### config.mk
export PLATFORM = sky130hd
export DESIGN_NAME = vector_norm_dot_normalize_unit
export DESIGN_NICKNAME = d
export VERILOG_FILES = /design/src/design/vndn_pkg.sv /design/src/design/vndn_front.sv /design/src/design/vndn_fifo.sv /design/src/design/vndn_back.sv /design/src/design/vector_norm_dot_normalize_unit.sv
export SDC_FILE = /design/constraint.sdc
export NUM_CORES = 2
export LEC_CHECK = 0
export BUFFER_PORTS_ARGS = -buffer_cell sky130_fd_sc_hd__buf_2
export CELL_PAD_IN_SITES_DETAIL_PLACEMENT = 0
export CELL_PAD_IN_SITES_GLOBAL_PLACEMENT = 1
export CORE_UTILIZATION = 53
export CTS_CLUSTER_DIAMETER = 50
export DETAILED_ROUTE_END_ITERATION = 7
export GPL_ROUTABILITY_DRIVEN = 0
export PLACE_DENSITY_LB_ADDON = 0.1
export SYNTH_ARGS = -nofsm -noshare
export SYNTH_HDL_FRONTEND = slang
export SYNTH_SLANG_ARGS = --single-unit
export TNS_END_PERCENT = 20
### constraint.sdc
create_clock -name clk -period 14.1 [get_ports clk]
set_input_delay 1.41 -clock clk [delete_from_list [all_inputs] [get_ports clk]]
set_output_delay 1.41 -clock clk [all_outputs]
set_load 0.03 [all_outputs]
### src/design/vndn_pkg.sv
// Package for the vector norm / dot / normalize unit: word types, codes and defaults.
// Used by every module of the block. It has no dependencies.
`timescale 1ns / 1ps

package vndn_pkg;

  // Default configuration values.
  localparam int VNDN_MAX_DIM   = 16;
  localparam int VNDN_FRAC_BITS = 16;

  // Fixed widths of the datapath.
  localparam int WORD_W      = 32;
  localparam int SUM_W       = 64;
  localparam int QUEUE_DEPTH = 4;

  // Run modes, taken from cmd on the first word of a run.
  localparam logic MODE_NORM = 1'b0;
  localparam logic MODE_DOT  = 1'b1;

  // Result kinds.
  localparam logic [1:0] KIND_LEN  = 2'd0;
  localparam logic [1:0] KIND_NORM = 2'd1;
  localparam logic [1:0] KIND_DOT  = 2'd2;

  // Error codes.
  localparam logic [1:0] ERR_NONE    = 2'd0;
  localparam logic [1:0] ERR_ZERO    = 2'd1;
  localparam logic [1:0] ERR_DROPPED = 2'd2;

  // Input word.
  typedef struct packed {
    logic               cmd;
    logic signed [31:0] coord;
    logic signed [31:0] other_coord;
    logic               last;
  } vndn_in_t;

  // Result word.
  typedef struct packed {
    logic signed [31:0] value;
    logic [1:0]         kind;
    logic [1:0]         error;
    logic               run_end;
  } vndn_out_t;

  // Classified word passed from the front end to the back end.
  typedef struct packed {
    logic               mode;
    logic               keep;
    logic               last;
    logic               ovf;
    logic signed [31:0] coord;
    logic signed [31:0] other_coord;
  } vndn_entry_t;

  // Back end sequencer states.
  typedef enum logic [2:0] {
    ST_LOAD,
    ST_SQRT,
    ST_LEN_OUT,
    ST_RD,
    ST_DIV_INIT,
    ST_DIV,
    ST_NORM_OUT,
    ST_DOT_OUT
  } back_state_t;

endpackage

### src/design/vndn_front.sv
// Front end: accepts input words, tracks the run mode and the element count,
// and marks each word as kept or dropped. Depends on vndn_pkg.
`timescale 1ns / 1ps

module vndn_front #(
  parameter int MAX_DIM = vndn_pkg::VNDN_MAX_DIM
) (
  input  logic                  clk,
  input  logic                  rst_n,
  input  logic                  in_valid,
  input  vndn_pkg::vndn_in_t    in_word,
  output logic                  in_stall,
  input  logic                  q_full,
  output logic                  q_push,
  output vndn_pkg::vndn_entry_t q_entry
);
  import vndn_pkg::*;

  localparam int CNT_W = $clog2(MAX_DIM + 1);

  logic [CNT_W-1:0] count_r, count_nxt;
  logic             mode_r, mode_nxt;
  logic             ovf_r, ovf_nxt;
  logic             run_mode;
  logic             keep;
  logic             accept;

  // The queue being full is the only reason to hold off the source.
  assign in_stall = q_full;
  assign accept   = in_valid && !q_full;

  // The mode is latched from the first word of a run.
  assign run_mode = (count_r == '0) ? in_word.cmd : mode_r;
  assign keep     = count_r < CNT_W'(MAX_DIM);

  // Classified word for the back end.
  always_comb begin
    q_push              = accept;
    q_entry.mode        = run_mode;
    q_entry.keep        = keep;
    q_entry.last        = in_word.last;
    q_entry.ovf         = ovf_r | ~keep;
    q_entry.coord       = in_word.coord;
    q_entry.other_coord = in_word.other_coord;
  end

  // Run bookkeeping; everything returns to zero after the last word.
  always_comb begin
    count_nxt = count_r;
    mode_nxt  = mode_r;
    ovf_nxt   = ovf_r;
    if (accept) begin
      if (in_word.last) begin
        count_nxt = '0;
        mode_nxt  = MODE_NORM;
        ovf_nxt   = 1'b0;
      end else begin
        count_nxt = keep ? count_r + CNT_W'(1) : count_r;
        mode_nxt  = run_mode;
        ovf_nxt   = ovf_r | ~keep;
      end
    end
  end

  always_ff @(posedge clk) begin
    if (!rst_n) begin
      count_r <= '0;
      mode_r  <= MODE_NORM;
      ovf_r   <= 1'b0;
    end else begin
      count_r <= count_nxt;
      mode_r  <= mode_nxt;
      ovf_r   <= ovf_nxt;
    end
  end

endmodule

### src/design/vndn_fifo.sv
// Short queue of classified words between the front and back ends.
// Depends on vndn_pkg for the entry type and the depth.
`timescale 1ns / 1ps

module vndn_fifo (
  input  logic                  clk,
  input  logic                  rst_n,
  input  logic                  push,
  input  vndn_pkg::vndn_entry_t push_data,
  input  logic                  pop,
  output vndn_pkg::vndn_entry_t pop_data,
  output logic                  full,
  output logic                  empty
);
  import vndn_pkg::*;

  localparam int PTR_W = $clog2(QUEUE_DEPTH);
  localparam int CNT_W = $clog2(QUEUE_DEPTH + 1);

  vndn_entry_t      slot_r [QUEUE_DEPTH];
  logic [PTR_W-1:0] wr_ptr_r, wr_ptr_nxt;
  logic [PTR_W-1:0] rd_ptr_r, rd_ptr_nxt;
  logic [CNT_W-1:0] fill_r, fill_nxt;

  assign full     = fill_r == CNT_W'(QUEUE_DEPTH);
  assign empty    = fill_r == '0;
  assign pop_data = slot_r[rd_ptr_r];

  // Pointer and fill level update.
  always_comb begin
    wr_ptr_nxt = push ? wr_ptr_r + PTR_W'(1) : wr_ptr_r;
    rd_ptr_nxt = pop ? rd_ptr_r + PTR_W'(1) : rd_ptr_r;
    fill_nxt   = fill_r;
    if (push && !pop) begin
      fill_nxt = fill_r + CNT_W'(1);
    end else if (pop && !push) begin
      fill_nxt = fill_r - CNT_W'(1);
    end
  end

  always_ff @(posedge clk) begin
    if (!rst_n) begin
      wr_ptr_r <= '0;
      rd_ptr_r <= '0;
      fill_r   <= '0;
    end else begin
      wr_ptr_r <= wr_ptr_nxt;
      rd_ptr_r <= rd_ptr_nxt;
      fill_r   <= fill_nxt;
    end
  end

  // Entry storage holds payload only.
  always_ff @(posedge clk) begin
    if (push) begin
      slot_r[wr_ptr_r] <= push_data;
    end
  end

endmodule

### src/design/vndn_back.sv
// Back end: accumulates squares or products; normalize runs then take the square root and
// the per-coordinate division on shared iterative hardware. Depends on vndn_pkg.
`timescale 1ns / 1ps

module vndn_back #(
  parameter int MAX_DIM   = vndn_pkg::VNDN_MAX_DIM,
  parameter int FRAC_BITS = vndn_pkg::VNDN_FRAC_BITS
) (
  input  logic                  clk,
  input  logic                  rst_n,
  input  logic                  q_empty,
  input  vndn_pkg::vndn_entry_t q_entry,
  output logic                  q_pop,
  output logic                  out_valid,
  output vndn_pkg::vndn_out_t   out_word,
  input  logic                  out_stall
);
  import vndn_pkg::*;

  localparam int CNT_W      = $clog2(MAX_DIM + 1);
  localparam int IDX_W      = (MAX_DIM > 1) ? $clog2(MAX_DIM) : 1;
  localparam int DVD_W      = WORD_W + FRAC_BITS;
  localparam int SQRT_STEPS = SUM_W / 2;
  localparam int ITER_N     = (DVD_W > SQRT_STEPS) ? DVD_W : SQRT_STEPS;
  localparam int STEP_W     = $clog2(ITER_N);
  localparam int REM_W      = WORD_W + 2;

  localparam logic signed [SUM_W-1:0] SUM_MAX = {1'b0, {(SUM_W-1){1'b1}}};
  localparam logic signed [SUM_W-1:0] SUM_MIN = {1'b1, {(SUM_W-1){1'b0}}};
  localparam logic [WORD_W-1:0] WORD_MAX = {1'b0, {(WORD_W-1){1'b1}}};
  localparam logic [WORD_W-1:0] WORD_MIN = {1'b1, {(WORD_W-1){1'b0}}};

  // Saturating add of two signed 64-bit values.
  function automatic logic signed [SUM_W-1:0] sat_add(
    input logic signed [SUM_W-1:0] a,
    input logic signed [SUM_W-1:0] b
  );
    logic [SUM_W:0] s;
    s = {a[SUM_W-1], a} + {b[SUM_W-1], b};
    if (s[SUM_W] != s[SUM_W-1]) begin
      return s[SUM_W] ? SUM_MIN : SUM_MAX;
    end
    return s[SUM_W-1:0];
  endfunction

  // Sequencer and datapath registers.
  back_state_t             state_r, state_nxt;
  logic [CNT_W-1:0]        count_r, count_nxt;
  logic [CNT_W-1:0]        idx_r, idx_nxt;
  logic signed [SUM_W-1:0] prod_r, prod_nxt;
  logic                    prod_v_r, prod_v_nxt;
  logic                    prod_last_r, prod_last_nxt;
  logic                    last_pend_r, last_pend_nxt;
  logic signed [SUM_W-1:0] sum_r, sum_nxt;
  logic                    mode_r, mode_nxt;
  logic                    ovf_r, ovf_nxt;
  logic [REM_W-1:0]        rem_r, rem_nxt;
  logic [SUM_W-1:0]        work_r, work_nxt;
  logic [WORD_W-1:0]       len_r, len_nxt;
  logic [STEP_W-1:0]       step_r, step_nxt;
  logic                    neg_r, neg_nxt;
  logic                    out_valid_r, out_valid_nxt;
  vndn_out_t               out_word_r, out_word_nxt;

  // Coordinate store.
  logic [WORD_W-1:0]       store_mem [MAX_DIM];
  logic [WORD_W-1:0]       rd_data_r;
  logic                    mem_we;
  logic                    mem_re;

  // Combinational helpers.
  logic                    out_free;
  logic signed [WORD_W-1:0] mult_b;
  logic signed [SUM_W-1:0] prod_full;
  logic signed [SUM_W-1:0] sum_acc;
  logic [REM_W-1:0]        sq_try;
  logic [REM_W-1:0]        sq_trial;
  logic                    sq_ge;
  logic [WORD_W:0]         dv_try;
  logic                    dv_ge;
  logic [WORD_W-1:0]       rd_mag;
  logic [DVD_W-1:0]        quot;
  logic [WORD_W-1:0]       norm_bits;
  logic signed [SUM_W-1:0] dot_sh;
  logic                    dot_fits;
  logic [WORD_W-1:0]       dot_bits;
  logic [WORD_W-1:0]       len_bits;
  logic [1:0]              err_norm;
  logic [1:0]              err_dot;
  logic                    idx_at_end;

  assign out_free  = !out_valid_r || !out_stall;
  assign out_valid = out_valid_r;
  assign out_word  = out_word_r;

  // Product of the popped word; squares in normalize mode.
  assign mult_b    = (q_entry.mode == MODE_DOT) ? q_entry.other_coord : q_entry.coord;
  assign prod_full = q_entry.coord * mult_b;
  assign sum_acc   = sat_add(sum_r, prod_r);

  // One square-root digit per cycle on the radicand held in work_r.
  assign sq_try   = {rem_r[REM_W-3:0], work_r[SUM_W-1 -: 2]};
  assign sq_trial = {len_r, 2'b01};
  assign sq_ge    = sq_try >= sq_trial;

  // One restoring division bit per cycle; the remainder stays below the length.
  assign dv_try = {rem_r[WORD_W-1:0], work_r[DVD_W-1]};
  assign dv_ge  = dv_try >= {1'b0, len_r};

  assign rd_mag = rd_data_r[WORD_W-1] ? (WORD_W'(0) - rd_data_r) : rd_data_r;

  // Normalized coordinate with saturation; a zero length forces zero.
  always_comb begin
    quot = (len_r == '0) ? '0 : work_r[DVD_W-1:0];
    if (neg_r && quot != '0) begin
      if (quot[DVD_W-1:WORD_W] != '0 || (quot[WORD_W-1] && quot[WORD_W-2:0] != '0)) begin
        norm_bits = WORD_MIN;
      end else begin
        norm_bits = WORD_W'(0) - quot[WORD_W-1:0];
      end
    end else if (quot[DVD_W-1:WORD_W-1] != '0) begin
      norm_bits = WORD_MAX;
    end else begin
      norm_bits = quot[WORD_W-1:0];
    end
  end

  // Dot result: floor shift, then saturate to 32 bits.
  assign dot_sh   = sum_r >>> FRAC_BITS;
  assign dot_fits = (&dot_sh[SUM_W-1:WORD_W-1]) || !(|dot_sh[SUM_W-1:WORD_W-1]);
  assign dot_bits = dot_fits ? dot_sh[WORD_W-1:0]
                             : (dot_sh[SUM_W-1] ? WORD_MIN : WORD_MAX);

  assign len_bits   = len_r[WORD_W-1] ? WORD_MAX : len_r;
  assign err_norm   = (len_r == '0) ? ERR_ZERO : (ovf_r ? ERR_DROPPED : ERR_NONE);
  assign err_dot    = ovf_r ? ERR_DROPPED : ERR_NONE;
  assign idx_at_end = (idx_r + CNT_W'(1)) == count_r;

  // Sequencer: next state and datapath updates.
  always_comb begin
    state_nxt     = state_r;
    count_nxt     = count_r;
    idx_nxt       = idx_r;
    prod_nxt      = prod_r;
    prod_v_nxt    = 1'b0;
    prod_last_nxt = prod_last_r;
    last_pend_nxt = last_pend_r;
    sum_nxt       = sum_r;
    mode_nxt      = mode_r;
    ovf_nxt       = ovf_r;
    rem_nxt       = rem_r;
    work_nxt      = work_r;
    len_nxt       = len_r;
    step_nxt      = step_r;
    neg_nxt       = neg_r;
    out_valid_nxt = out_valid_r && out_stall;
    out_word_nxt  = out_word_r;
    q_pop         = 1'b0;
    mem_we        = 1'b0;
    mem_re        = 1'b0;

    unique case (state_r)
      ST_LOAD: begin
        // Pop stage: store the coordinate and form the product.
        if (!q_empty && !last_pend_r) begin
          q_pop         = 1'b1;
          prod_v_nxt    = 1'b1;
          prod_last_nxt = q_entry.last;
          prod_nxt      = q_entry.keep ? prod_full : '0;
          if (q_entry.keep) begin
            count_nxt = count_r + CNT_W'(1);
            mem_we    = (q_entry.mode == MODE_NORM);
          end
          if (q_entry.last) begin
            last_pend_nxt = 1'b1;
            mode_nxt      = q_entry.mode;
            ovf_nxt       = q_entry.ovf;
          end
        end
        // Accumulate stage; the last word starts the finishing work.
        if (prod_v_r) begin
          sum_nxt = sum_acc;
          if (prod_last_r) begin
            last_pend_nxt = 1'b0;
            rem_nxt       = '0;
            len_nxt       = '0;
            step_nxt      = '0;
            work_nxt      = sum_acc;
            state_nxt     = (mode_r == MODE_DOT) ? ST_DOT_OUT : ST_SQRT;
          end
        end
      end

      ST_SQRT: begin
        rem_nxt  = sq_ge ? sq_try - sq_trial : sq_try;
        len_nxt  = {len_r[WORD_W-2:0], sq_ge};
        work_nxt = {work_r[SUM_W-3:0], 2'b00};
        step_nxt = step_r + STEP_W'(1);
        if (step_r == STEP_W'(SQRT_STEPS - 1)) begin
          state_nxt = ST_LEN_OUT;
        end
      end

      ST_LEN_OUT: begin
        if (out_free) begin
          out_valid_nxt        = 1'b1;
          out_word_nxt.value   = len_bits;
          out_word_nxt.kind    = KIND_LEN;
          out_word_nxt.error   = err_norm;
          out_word_nxt.run_end = (count_r == '0);
          idx_nxt              = '0;
          if (count_r == '0) begin
            sum_nxt   = '0;
            mode_nxt  = MODE_NORM;
            ovf_nxt   = 1'b0;
            state_nxt = ST_LOAD;
          end else begin
            state_nxt = ST_RD;
          end
        end
      end

      ST_RD: begin
        mem_re    = 1'b1;
        state_nxt = ST_DIV_INIT;
      end

      ST_DIV_INIT: begin
        neg_nxt   = rd_data_r[WORD_W-1];
        work_nxt  = SUM_W'({rd_mag, {FRAC_BITS{1'b0}}});
        rem_nxt   = '0;
        step_nxt  = '0;
        state_nxt = ST_DIV;
      end

      ST_DIV: begin
        rem_nxt               = REM_W'(dv_ge ? dv_try - {1'b0, len_r} : dv_try);
        work_nxt[DVD_W-1:0]   = {work_r[DVD_W-2:0], dv_ge};
        step_nxt              = step_r + STEP_W'(1);
        if (step_r == STEP_W'(DVD_W - 1)) begin
          state_nxt = ST_NORM_OUT;
        end
      end

      ST_NORM_OUT: begin
        if (out_free) begin
          out_valid_nxt        = 1'b1;
          out_word_nxt.value   = norm_bits;
          out_word_nxt.kind    = KIND_NORM;
          out_word_nxt.error   = err_norm;
          out_word_nxt.run_end = idx_at_end;
          if (idx_at_end) begin
            count_nxt = '0;
            sum_nxt   = '0;
            mode_nxt  = MODE_NORM;
            ovf_nxt   = 1'b0;
            state_nxt = ST_LOAD;
          end else begin
            idx_nxt   = idx_r + CNT_W'(1);
            state_nxt = ST_RD;
          end
        end
      end

      ST_DOT_OUT: begin
        if (out_free) begin
          out_valid_nxt        = 1'b1;
          out_word_nxt.value   = dot_bits;
          out_word_nxt.kind    = KIND_DOT;
          out_word_nxt.error   = err_dot;
          out_word_nxt.run_end = 1'b1;
          count_nxt            = '0;
          sum_nxt              = '0;
          mode_nxt             = MODE_NORM;
          ovf_nxt              = 1'b0;
          state_nxt            = ST_LOAD;
        end
      end

      default: begin
        state_nxt = ST_LOAD;
      end
    endcase
  end

  // Control registers.
  always_ff @(posedge clk) begin
    if (!rst_n) begin
      state_r     <= ST_LOAD;
      count_r     <= '0;
      idx_r       <= '0;
      prod_v_r    <= 1'b0;
      prod_last_r <= 1'b0;
      last_pend_r <= 1'b0;
      sum_r       <= '0;
      mode_r      <= MODE_NORM;
      ovf_r       <= 1'b0;
      out_valid_r <= 1'b0;
    end else begin
      state_r     <= state_nxt;
      count_r     <= count_nxt;
      idx_r       <= idx_nxt;
      prod_v_r    <= prod_v_nxt;
      prod_last_r <= prod_last_nxt;
      last_pend_r <= last_pend_nxt;
      sum_r       <= sum_nxt;
      mode_r      <= mode_nxt;
      ovf_r       <= ovf_nxt;
      out_valid_r <= out_valid_nxt;
    end
  end

  // Datapath registers.
  always_ff @(posedge clk) begin
    prod_r     <= prod_nxt;
    rem_r      <= rem_nxt;
    work_r     <= work_nxt;
    len_r      <= len_nxt;
    step_r     <= step_nxt;
    neg_r      <= neg_nxt;
    out_word_r <= out_word_nxt;
  end

  // Coordinate store with a registered read port.
  always_ff @(posedge clk) begin
    if (mem_we) begin
      store_mem[count_r[IDX_W-1:0]] <= q_entry.coord;
    end
    if (mem_re) begin
      rd_data_r <= store_mem[idx_r[IDX_W-1:0]];
    end
  end

endmodule

### src/design/vector_norm_dot_normalize_unit.sv
// Top level of the vector norm / dot / normalize unit.
// Connects vndn_front, vndn_fifo and vndn_back; depends on vndn_pkg.
//
//   Channel | Direction | Handshake          | Word
//   in_     | input     | in_valid/in_stall  | vndn_in_t  (cmd, coord, other_coord, last)
//   out_    | output    | out_valid/out_stall| vndn_out_t (value, kind, error, run_end)
//
// Coordinates load at one word per cycle through a four-entry queue while the queue has room.
// Normalize runs then take the square root (two radicand bits per step)
// and divide each coordinate in the bit-serial divider.
// Dot runs register the last product, add it into the sum, then load the result register.
// Reset is synchronous and clears all control state; no clearing pass is needed.
// Output stall holds the result register; input stall rises only when the queue is full.
`timescale 1ns / 1ps

module vector_norm_dot_normalize_unit #(
  parameter int MAX_DIM   = vndn_pkg::VNDN_MAX_DIM,
  parameter int FRAC_BITS = vndn_pkg::VNDN_FRAC_BITS
) (
  input  logic                clk,
  input  logic                rst_n,
  input  logic                in_valid,
  input  vndn_pkg::vndn_in_t  in_word,
  output logic                in_stall,
  output logic                out_valid,
  output vndn_pkg::vndn_out_t out_word,
  input  logic                out_stall
);
  import vndn_pkg::*;

  vndn_entry_t push_entry;
  vndn_entry_t pop_entry;
  logic        q_push;
  logic        q_pop;
  logic        q_full;
  logic        q_empty;

  // Front end: classification of incoming words.
  vndn_front #(
    .MAX_DIM(MAX_DIM)
  ) u_front (
    .clk     (clk),
    .rst_n   (rst_n),
    .in_valid(in_valid),
    .in_word (in_word),
    .in_stall(in_stall),
    .q_full  (q_full),
    .q_push  (q_push),
    .q_entry (push_entry)
  );

  // Queue between the two halves.
  vndn_fifo u_fifo (
    .clk      (clk),
    .rst_n    (rst_n),
    .push     (q_push),
    .push_data(push_entry),
    .pop      (q_pop),
    .pop_data (pop_entry),
    .full     (q_full),
    .empty    (q_empty)
  );

  // Back end: accumulation, square root, division and result register.
  vndn_back #(
    .MAX_DIM  (MAX_DIM),
    .FRAC_BITS(FRAC_BITS)
  ) u_back (
    .clk      (clk),
    .rst_n    (rst_n),
    .q_empty  (q_empty),
    .q_entry  (pop_entry),
    .q_pop    (q_pop),
    .out_valid(out_valid),
    .out_word (out_word),
    .out_stall(out_stall)
  );

endmodule
==> impl_metrics.py <==
metrics = {
    "clock_network": {
        "ctsResizeCount": 0,
        "clkSinkCount": 1151,
        "cts_made_buffers": 133,
        "cts_hold_buf": 0,
        "cts_setup_buffers": 0,
        "cts_tree": "done",
        "cts_root_buf": "clkbuf_16",
        "clkTransAtPathRegs_ps": 60,
        "cts_max_level": 4,
        "clk_latency_ps": 790,
        "cts_buffer_depth": 3,
    },
    "global_routing": {
        "grt_max_degree": 106,
        "antenna_found_initial": 12,
        "gr-total-overflow": 0,
        "grt_pass1_wl_um": 422000,
        "grt_pass1_vias": 65000,
        "track_usage_pct": 33.3,
    },
    "place": {
        "place_hpwl_um": 204000,
        "port-buffer-count": 108,
        "dp_cells": 10200,
        "post_dp_cell_area_um2": 93900,
    },
    "timing": {
        "fmax_ghz": 0.0834,
        "min_period_ps": 11980,
        "fin_setup_tns_ps": 0,
        "setup_viol": 0,
        "fin_worst_skew_ps": 42.5,
        "tightestPinTransition_ps": 1310,
        "maxSlewViolCount": 0,
        "rsz0062_at_grt": "no",
        "slew_headroom_pct": 11.8,
        "finalHoldViolCount": 0,
        "min_period_over_period_pct": 85.0,
    },
    "worst_setup_path": {
        "reg2regPathDepth": 29,
        "critPathMostFrequentCell": "fa_1",
        "slowest_stage": "a2111oi_0",
        "worst-path-max-fanout": 56,
        "crit_path_end_kind": "register",
        "ff2ff_setup_slack_ps": 2120,
        "path_class": "register to register",
        "worst-path-buf-inv": 7,
        "slowest_delay_ps": 1040,
        "cp.required_ps": 14600,
        "r2r_end": "u_back.prod_r[60]",
        "arrival_ps": 12480,
        "start_kind": "register",
        "path_delay_family": "adder cells",
    },
    "logic_synthesis": {
        "synthTopCellsByArea": "edfxtp_1 35%, fa_1 24%, mux4_2 4.8%, inv_1 4.7%, ha_1 4.6%",
        "ys_top_cells_by_count": "1126 x inv_1, 1085 x fa_1, 1052 x edfxtp_1",
        "ys_seq_area_share_pct": 37.2,
        "avgSynthCellArea_um2": 11.2,
        "synth_nets": 9547,
        "synth.distinct_cells": 99,
        "synth.most_common_cell": "inv_1",
        "synth_top_area_cell": "edfxtp_1",
        "yosysWarningCount": 0,
        "yosys_most_used_dff": "edfxtp_1",
        "netlist_instances": 8063,
        "synthArstFlopShare_pct": 0,
        "synth_top_area_share_pct": 35.0,
        "synth.cell_area_um2": 90300,
        "ys_seq_elements": 1151,
        "synth_edf_count": 1052,
    },
    "floorplan": {
        "fp.dieH_um": 415,
        "io_pins": 109,
        "fp.dieW_um": 415,
        "core-area_um2": 169000,
        "rows": 151,
        "die-area_um2": 172000,
        "start_util_pct": 53.3,
    },
    "detailed_routing": {
        "first_pass_iters": 8,
        "drt-total-wl_um": 283000,
        "met3WireLength_um": 25200,
        "drtAntennaViolNets": 0,
        "wire_per_inst_um": 27.2,
        "drt_iter0_markers": 6291,
        "vias": 63300,
        "via_per_inst": 6.08,
        "wl_met2_um": 132000,
        "wl_met1_um": 113000,
        "top_layer": "met5",
        "drc": 0,
    },
    "layout": {
        "multi_input_area_um2": 51300,
        "drive_gt1_share_pct": 11.0,
        "fillers": 14200,
        "regArea_um2": 33600,
        "layoutNonFillerInstCount": 10400,
        "area_growth_syn_to_layout_pct": 9.03,
        "stdcell_area_um2": 98500,
        "final_core_util_pct": 58.2,
        "final_nets": 9570,
    },
    "job": {
        "cap_violations": 0,
    },
    "min_path": {
        "worstHoldEndpoint": "u_back.ovf_r",
        "hold_path.class": "register to register",
        "min_path_cells": 2,
        "hold_start": "u_back.ovf_r",
    },
    "status": {
        "status": "finished clean",
    },
}
[worst max path at each step]
| stage | from | endpoint | slack, ps | cells past startpoint |
|---|---|---|---|---|
| final | register | u_back.prod_r[60] | 2120 | 29 |
| after global routing | register | u_back.prod_r[60] | 1670 | 31 |
| after CTS | register | u_back.prod_r[60] | 2270 | 29 |
| after detailed placement | register | u_back.prod_r[60] | 2290 | 31 |
| after global placement | register | u_back.prod_r[60] | 2390 | 30 |
| after floorplan | register | u_back.prod_r[60] | 4170 | 29 |
[cell type report]
type,count,share of cell area (%)
Sequential cell,1151,34.1
Clock buffer,154,3.50
Tap cell,2218,2.82
Multi-Input combinational cell,5373,52.2
Clock inverter,85,1.13
Inverter,1141,4.35
Timing Repair Buffer,286,1.92
Antenna cell,3,0.00762
[layer usage]
metal | global-route usage (%) | vias up
li1 | - | 27300
met1 | 44.9 | 32500
met2 | 53.3 | 2975
met3 | 6.59 | 584
met4 | 13.5 | 6
met5 | 0 | -
[tightest hold or removal path: cells and delay by family, from the launching register on]
family / cells / cell delay (ps)
and+or+nand+nor: 1 / 50
AOI/OAI and AO/OA: 1 / 50
DFF: 1 / 310
[flip-flops by register name, summed over array words and instances, names as in the netlist, 2 cells and up, named ones only]
register          count
u_back.store_mem    512
u_fifo.slot_r       272
u_back.prod_r        64
u_back.sum_r         64
u_back.work_r        64
u_back.out_word      37
u_back.len_r         32
u_back.rd_data_r     32
u_back.rem_r         32
u_back.step_r         6
u_back.count_r        5
u_back.idx_r          5
u_front.count_r       5
u_back.state_r        3
u_fifo.fill_r         3
u_fifo.rd_ptr_r       2
u_fifo.wr_ptr_r       2
[through the flow]
stage                     worst slack, ps  hold slack, ps
final                                2120             461
after global routing                 1670             490
after CTS                            2270             465
after detailed placement             2290             457
after global placement               2390             447
after floorplan                      4170             429
[kinds of logic after synthesis]
kind of cell / synth area share (%)
adders and majority gates: 28.8
muxes: 6.46
xor gates and xnor gates: 2.00
and+or+nand+nor: 10.0
DFF: 37.2
buffers and inverters: 6.50
AOI/OAI and AO/OA: 8.98
[cell usage in the layout (no fill, tap or decap), types with 177 or more instances in the layout]
master,Yosys,layout
fa_1,1085,1085
mux4_2,194,194
nor2_1,838,823
a21oi_1,363,355
ha_1,329,329
buf_4,9,177
o21ai_0,226,211
inv_1,1126,1119
nand2_1,854,853
edfxtp_1,1052,1052
Power is not shown: default switching activity piles up to over one toggle a cycle in this logic, so the estimate is an artifact.
